File: config.mk
export PLATFORM = sky130hd
export DESIGN_NAME = qapc_axis
export DESIGN_NICKNAME = d
export VERILOG_FILES = /design/src/design/qapc_pkg.sv /design/src/design/qapc_axis.sv
export SDC_FILE = /design/constraint.sdc
export NUM_CORES = 1
export LEC_CHECK = 0
export BUFFER_PORTS_ARGS = -buffer_cell sky130_fd_sc_hd__buf_4
export CORE_MARGIN = 5
export CORE_UTILIZATION = 35
export DETAILED_ROUTE_END_ITERATION = 10
export SYNTH_ARGS = -nofsm -noshare
export SYNTH_HDL_FRONTEND = slang
export SYNTH_SLANG_ARGS = --single-unit
File: constraint.sdc
create_clock -name clk -period 9.8 [get_ports clk]
set_clock_uncertainty 0.05 [all_clocks]
set_input_delay 2.45 -clock clk [delete_from_list [all_inputs] [get_ports clk]]
set_output_delay 2.45 -clock clk [all_outputs]
set_load 0.005 [all_outputs]
File: src/design/qapc_pkg.sv
// Shared types, widths and register codes for the quaternion attitude P controller.
// No dependencies; imported by qapc_axis and quaternion_attitude_p_controller.
package qapc_pkg;

	// Field widths
	localparam int QUAT_WIDTH = 16;
	localparam int RATE_WIDTH = 24;
	localparam int GAIN_WIDTH = 16;
	localparam int LIM_WIDTH  = RATE_WIDTH - 1;
	localparam int CFG_WIDTH  = (LIM_WIDTH > GAIN_WIDTH) ? LIM_WIDTH : GAIN_WIDTH;
	localparam int CFG_IDX_WIDTH = 3;
	localparam int NUM_AXES   = 3;

	// Quaternion product scaling: wide inputs are brought back to 32 bits
	localparam int PROD_SHIFT = (QUAT_WIDTH > 16) ? (2 * QUAT_WIDTH - 32) : 0;
	localparam int PROD_WIDTH = 2 * QUAT_WIDTH - PROD_SHIFT;
	localparam int ERR_WIDTH  = PROD_WIDTH + 2;
	localparam int ERR_FRAC   = 2 * (QUAT_WIDTH - 2) - PROD_SHIFT;

	// Rate = |err| * gain * 2, rescaled to 12 fraction bits
	localparam int RATE_FRAC    = 12;
	localparam int RATE_SHIFT   = ERR_FRAC + 8 - 1 - RATE_FRAC;
	localparam int SCALED_WIDTH = ERR_WIDTH + GAIN_WIDTH;
	localparam int MAG_WIDTH    = SCALED_WIDTH - RATE_SHIFT;
	localparam int CMP_WIDTH    = ((MAG_WIDTH > RATE_WIDTH) ? MAG_WIDTH : RATE_WIDTH) + 1;

	// Cycles from accepted start to done
	localparam int LATENCY = 5;

	// Configuration register indexes
	localparam logic [CFG_IDX_WIDTH-1:0] REG_ROLL_GAIN   = 3'd0;
	localparam logic [CFG_IDX_WIDTH-1:0] REG_ROLL_LIMIT  = 3'd1;
	localparam logic [CFG_IDX_WIDTH-1:0] REG_PITCH_GAIN  = 3'd2;
	localparam logic [CFG_IDX_WIDTH-1:0] REG_PITCH_LIMIT = 3'd3;
	localparam logic [CFG_IDX_WIDTH-1:0] REG_YAW_GAIN    = 3'd4;
	localparam logic [CFG_IDX_WIDTH-1:0] REG_YAW_LIMIT   = 3'd5;

	localparam logic [GAIN_WIDTH-1:0] GAIN_RESET = GAIN_WIDTH'(256);

	// Input item: setpoint and measured quaternions
	typedef struct packed {
		logic signed [QUAT_WIDTH-1:0] target_w;
		logic signed [QUAT_WIDTH-1:0] target_x;
		logic signed [QUAT_WIDTH-1:0] target_y;
		logic signed [QUAT_WIDTH-1:0] target_z;
		logic signed [QUAT_WIDTH-1:0] sensed_w;
		logic signed [QUAT_WIDTH-1:0] sensed_x;
		logic signed [QUAT_WIDTH-1:0] sensed_y;
		logic signed [QUAT_WIDTH-1:0] sensed_z;
	} req_t;

	// Result item: body rate commands
	typedef struct packed {
		logic signed [RATE_WIDTH-1:0] roll_rate_cmd;
		logic signed [RATE_WIDTH-1:0] pitch_rate_cmd;
		logic signed [RATE_WIDTH-1:0] yaw_rate_cmd;
	} result_t;

	// Signed component product, floor-shifted to PROD_WIDTH bits
	function automatic logic signed [PROD_WIDTH-1:0] qmul(
		input logic signed [QUAT_WIDTH-1:0] a,
		input logic signed [QUAT_WIDTH-1:0] b
	);
		logic signed [2*QUAT_WIDTH-1:0] full;
		logic signed [2*QUAT_WIDTH-1:0] shifted;
		full    = a * b;
		shifted = full >>> PROD_SHIFT;
		return shifted[PROD_WIDTH-1:0];
	endfunction

endpackage

File: src/design/qapc_axis.sv
// One axis of the rate path: short-arc sign fix, gain multiply, clamp and saturate.
// Depends on qapc_pkg. Three register stages (s3, s4, s5 of the top-level pipeline).
module qapc_axis (
	input  logic                                  clk,
	input  logic signed [qapc_pkg::ERR_WIDTH-1:0] err,
	input  logic                                  flip,
	input  logic        [qapc_pkg::GAIN_WIDTH-1:0] gain,
	input  logic        [qapc_pkg::LIM_WIDTH-1:0]  limit,
	output logic signed [qapc_pkg::RATE_WIDTH-1:0] rate
);
	import qapc_pkg::*;

	logic                    neg_s3;
	logic [ERR_WIDTH-1:0]    mag_s3;
	logic                    neg_s4;
	logic [SCALED_WIDTH-1:0] scaled_s4;
	logic signed [RATE_WIDTH-1:0] rate_s5;

	logic                 err_neg;
	logic                 err_pos;
	logic [CMP_WIDTH-1:0] mag;
	logic [CMP_WIDTH-1:0] lim_ext;
	logic [CMP_WIDTH-1:0] cap;
	logic [CMP_WIDTH-1:0] mag_lim;
	logic [CMP_WIDTH-1:0] mag_sat;
	logic [CMP_WIDTH-1:0] signed_res;

	// s3: sign of the flipped error and its magnitude
	assign err_neg = err[ERR_WIDTH-1];
	assign err_pos = !err_neg && (err != '0);

	always_ff @(posedge clk) begin
		neg_s3 <= flip ? err_pos : err_neg;
		mag_s3 <= err_neg ? (ERR_WIDTH'(0) - err) : err;
	end

	// s4: magnitude times gain
	always_ff @(posedge clk) begin
		neg_s4    <= neg_s3;
		scaled_s4 <= SCALED_WIDTH'(mag_s3) * SCALED_WIDTH'(gain);
	end

	// s5: rescale, limit clamp, field saturation, restore sign
	always_comb begin
		mag     = CMP_WIDTH'(scaled_s4 >> RATE_SHIFT);
		lim_ext = CMP_WIDTH'(limit);
		cap     = neg_s4 ? (CMP_WIDTH'(1) << (RATE_WIDTH - 1))
		                 : ((CMP_WIDTH'(1) << (RATE_WIDTH - 1)) - CMP_WIDTH'(1));
		mag_lim = ((lim_ext != '0) && (mag > lim_ext)) ? lim_ext : mag;
		mag_sat = (mag_lim > cap) ? cap : mag_lim;
		signed_res = neg_s4 ? (CMP_WIDTH'(0) - mag_sat) : mag_sat;
	end

	always_ff @(posedge clk) begin
		rate_s5 <= signed_res[RATE_WIDTH-1:0];
	end

	assign rate = rate_s5;

endmodule

# Word-level counts from Yosys, hierarchy flattened

Cells that the tools add are included.

Reductions and logical operators: 5
$mul: 1
$add $sub $neg: 2
Multiplexer cells: 6
Magnitude comparators: 2

Operators by type and width:

| cell                                                                | count |
|---|---|
| 24-bit two-way mux                                                  | 3 |
| 34-bit by 16-bit multiplier with 50-bit output                      | 1 |
| 34-bit nonzero test                                                 | 1 |
| 1-bit by 34-bit subtractor with 34-bit output, first input constant | 1 |
| 33-bit two-way mux                                                  | 1 |
| 27-bit by 23-bit greater-than comparator with 1-bit output          | 1 |
| 27-bit by 24-bit greater-than comparator with 1-bit output          | 1 |
| 27-bit two-way mux                                                  | 1 |
| 1-bit by 24-bit subtractor with 24-bit output, first input constant | 1 |
| 23-bit nonzero test                                                 | 1 |
| 1-bit logical AND                                                   | 2 |
| 1-bit logical NOT                                                   | 1 |
| 1-bit two-way mux                                                   | 1 |

Bits in registers: 110
Output and inout port bits: 24
Logic and storage cells: 22

# Logic depth before layout (Yosys ltp)

Depth in word-level cells: 7
Mapped depth: 30
Gate-level depth less buffers: 25

# Worst setup path after synthesis

OpenSTA, ideal clock, no wires.

Kind: input to register
Start: in gain[8] (netlist name)
End: reg scaled_s4[46]
Stages: 23
Setup slack: 945 ps
Arrival: 8733 ps
Cells stage by stage: clkbuf_1 > clkbuf_1 > nand2_1 > fa_1 > inv_1 > fa_1 > fa_1 > fa_1 > fa_1 > inv_1 > fa_1 > inv_1 > ha_1 > a21o_1 > a211o_1 > nor4_1 > o211a_1 > nor2_1 > a221o_1 > a211o_1 > a31o_2 > a211oi_1 > xnor2_1

Word-level cells in the longest chain between the ends: 1

RTL lines:

| what                                           | RTL line        | RTL |
|---|---|---|
| start: declaration                             | qapc_axis.sv:7  | `input logic [qapc_pkg::GAIN_WIDTH-1:0] gain,` |
| 34-bit by 16-bit multiplier with 50-bit output | qapc_axis.sv:40 | `scaled_s4 <= SCALED_WIDTH'(mag_s3) * SCALED_WIDTH'(gain);` |
| end signal: assignment                         | qapc_axis.sv:40 |  |
| end: declaration                               | qapc_axis.sv:16 | `logic [SCALED_WIDTH-1:0] scaled_s4;` |

Every way passes these cells.
A chain may end at the register's enable or synchronous reset.

# Worst setup path after layout

Start: in gain[7] (netlist name)
End: reg scaled_s4[46]

Same word-level chain as after synthesis.

==> impl_metrics.ini <==
[routing]
drt-total-wl_um = 56700
first_pass_iters = 5
wire_per_inst_um = 17.54
vias_per_cell = 4.971
drtIter0Drc = 865
route.detailed.drc = 0
ant_nets = 0
vias = 16070

[synth]
synth_top_cell_by_area = fa_1
netlist_instances = 2430
yosys.area.top_type_share = 0.4216
ys_seq_elements = 87
ys.flop_type = dfxtp_1
ys_top_cells_by_area = fa_1 (42%), ha_1 (9.9%), inv_1 (9.9%)
synthArstFlopShare = 0
syn_area_per_cell_um2 = 8.696
synthAdderAreaFrac = 0.5211
synth_edf_count = 0
yosys_warnings = 0
synth.most_common_cell = inv_1
synth.area.mux_share = 0.009000
ys_types = 75
ys_seq_area_frac = 0.08243
synthTopCellsByCount = inv_1 (557), fa_1 (445), nand2_1 (429)
synth_compound_area_frac = 0.07562
synth_top_family_by_area = adder cells
yosys.area_share.simple = 0.1686
syn_nets = 3118
synth_xor_area_frac = 0.02487
synth.cell_area_um2 = 21130

[clock_tree]
cts_tree = built
cts-buffers-inserted = 9
clkTransAtPathRegs_ns = 0.06
clkSinkCount = 87
ctsHtreeMaxLevel = 3
cts_root_buf = clkbuf_16
cts_setup_buffers = 0
cts.path.max_buffers = 2
cts_resized = 0
ctsHoldBuffers = 0
insertion_delay_ns = 0.36

[setup_path]
cp.arrival_ns = 9.24
rr_worst_depth = 23
crit_path_start_kind = primary input
end_kind = flip-flop
critical_path_class = in2reg
cp.required_ns = 10.04
r2r_setup_slack_ns = 2.27
reg2reg_from = mag_s3[18]$_DFF_P_
r2r_end = scaled_s4[46]$_DFF_P_
crit_fanout = 34

[global_route]
overflow = 0
grt_pass1_wl_um = 93560
grt_max_degree = 60
grt_util_all_layers = 0.1761
grt_pass1_vias = 17710
grt_antenna_before_repair = 0

[worst_hold_path]
worstHoldPathCells = 0
whs_endpoint = neg_s4$_DFF_P_
min_path_type = reg2reg
holdCritStartpoint = neg_s3$_DFF_P_

[status]
outcome = completed

[cells_and_area]
fillers = 6104
fin_nets = 3135
insertedDiodeCount = 0
drive_gt1_frac = 0.06324
area_delta_synth_final_pct = 7.988

[sta]
tightest_slew_ns = 0.9632
setup_viol = 0
fmaxAchievable_mhz = 111.1
rsz0062_at_grt = false
drv_slew = 0
post-route-period-util = 0.9183
final.setup.tns_ns = 0
hold_violations = 0
final.min_clock_period_ns = 9.000
maxSlewHeadroom = 0.3570

[die]
start_util = 0.3514
die_area_um2 = 65390
fp.dieH_um = 255.7
ioPinCount = 99
chipWidth_um = 255.7
core_area_um2 = 60130
row_count = 90

[placement]
portBuffers = 98
place.gp.congestion = 0.8609
hpwlAfterDp_um = 45650

[run]
maxCapViolCount = 0
[layout make-up]
class / count / area (um^2) / area share
clock buffers: 11 / 232.7 / 0.01020
clock inverters: 4 / 30.03 / 0.001316
inverters: 558 / 2095 / 0.09179
multi-input cells: 1679 / 16890 / 0.7400
flip-flops and latches: 87 / 1743 / 0.07638
well taps: 782 / 978.4 / 0.04288
repair buffers: 112 / 853.3 / 0.03740
[state kept, by name, summed over array words and instances, names as in the netlist]
| name | cells |
|---|---|
| mag_s3 | 34 |
| scaled_s4 | 27 |
| rate | 24 |
| neg_s3 | 1 |
| neg_s4 | 1 |
[worst max-delay path by stage]
stage | startpoint | depth (start not counted) | endpoint
4_1_cts | gain[7] | 22 | scaled_s4[46]$_DFF_P_
3_3_place_gp | gain[4] | 24 | scaled_s4[46]$_DFF_P_
3_5_place_dp | gain[7] | 22 | scaled_s4[46]$_DFF_P_
2_1_floorplan | gain[8] | 23 | scaled_s4[46]$_DFF_P_
6_report | gain[7] | 22 | scaled_s4[46]$_DFF_P_
5_1_grt | gain[4] | 24 | scaled_s4[46]$_DFF_P_
[kinds of logic after synthesis]
logic type / count (synthesis)
buffers and inverters: 664
AOI/OAI and AO/OA: 233
DFF: 87
and+or+nand+nor: 755
xor gates and xnor gates: 60
adders and majority gates: 613
muxes: 18
[critical path, stage by stage]
cell and delay (ns):
buf_4 0.36, nand2_1 0.15, fa_1 0.56, inv_1 0.05, fa_1 0.49, fa_1 0.53
fa_1 0.52, fa_1 0.55, inv_1 0.05, fa_1 0.52, inv_1 0.04, ha_1 0.31
a21o_1 0.17, a211o_1 0.32, nor4_1 0.34, o211a_1 0.26, nor2_1 0.11, a221o_1 0.38
a211o_1 0.34, a31o_2 0.29, a211oi_1 0.28, xnor2_1 0.15
[metal layers]
| layer | track usage | up-vias | wire, um |
|---|---|---|---|
| li1 | - | 7376 | - |
| met1 | 0.2444 | 8022 | 25750 |
| met2 | 0.2805 | 572 | 25220 |
| met3 | 0.04271 | 102 | 4366 |
| met4 | 0.04123 | 0 | 1362 |
| met5 | 0 | - | 0 |
[metrics by stage]
| stage | hold WS (ns) | instances | setup WS (ns) | area, um^2 | utilization |
|---|---|---|---|---|---|
| floorplan | 0.2596 | 2430 | 0.9450 | 21130 | - |
| global placement | 0.3797 | 3218 | 0.6360 | 22560 | 0.3751 |
| detailed placement | 0.3715 | 3218 | 0.3879 | 22560 | 0.3751 |
| CTS | 0.3675 | 3233 | 0.7783 | 22820 | 0.3795 |
| global route | 0.3712 | 3233 | 0.4464 | 22820 | 0.3795 |
| finish | 0.3804 | 3233 | 0.8004 | 22820 | 0.3795 |
[cells in the final DEF, fill, tap and decap left out, types with 9 or more instances in the layout]
cell type and n:
inv_1 557, fa_1 445, nand2_1 429, ha_1 168, and2_1 156, buf_4 111, dfxtp_1 86, nor2_1 57
o21ai_0 54, xnor2_1 51, a21oi_1 49, o31ai_1 19, a21o_1 17, nand4_1 16, nor3_1 16, nand3_1 14
a31oi_1 13, or3_1 12, or4_1 11, mux2i_1 10, o211ai_1 9, o21a_1 9, xor2_1 9, clkbuf_16 9
Power is left out: the tool's default activity adds up to more than one toggle a clock period on the data nets, which glitch-free logic cannot reach.
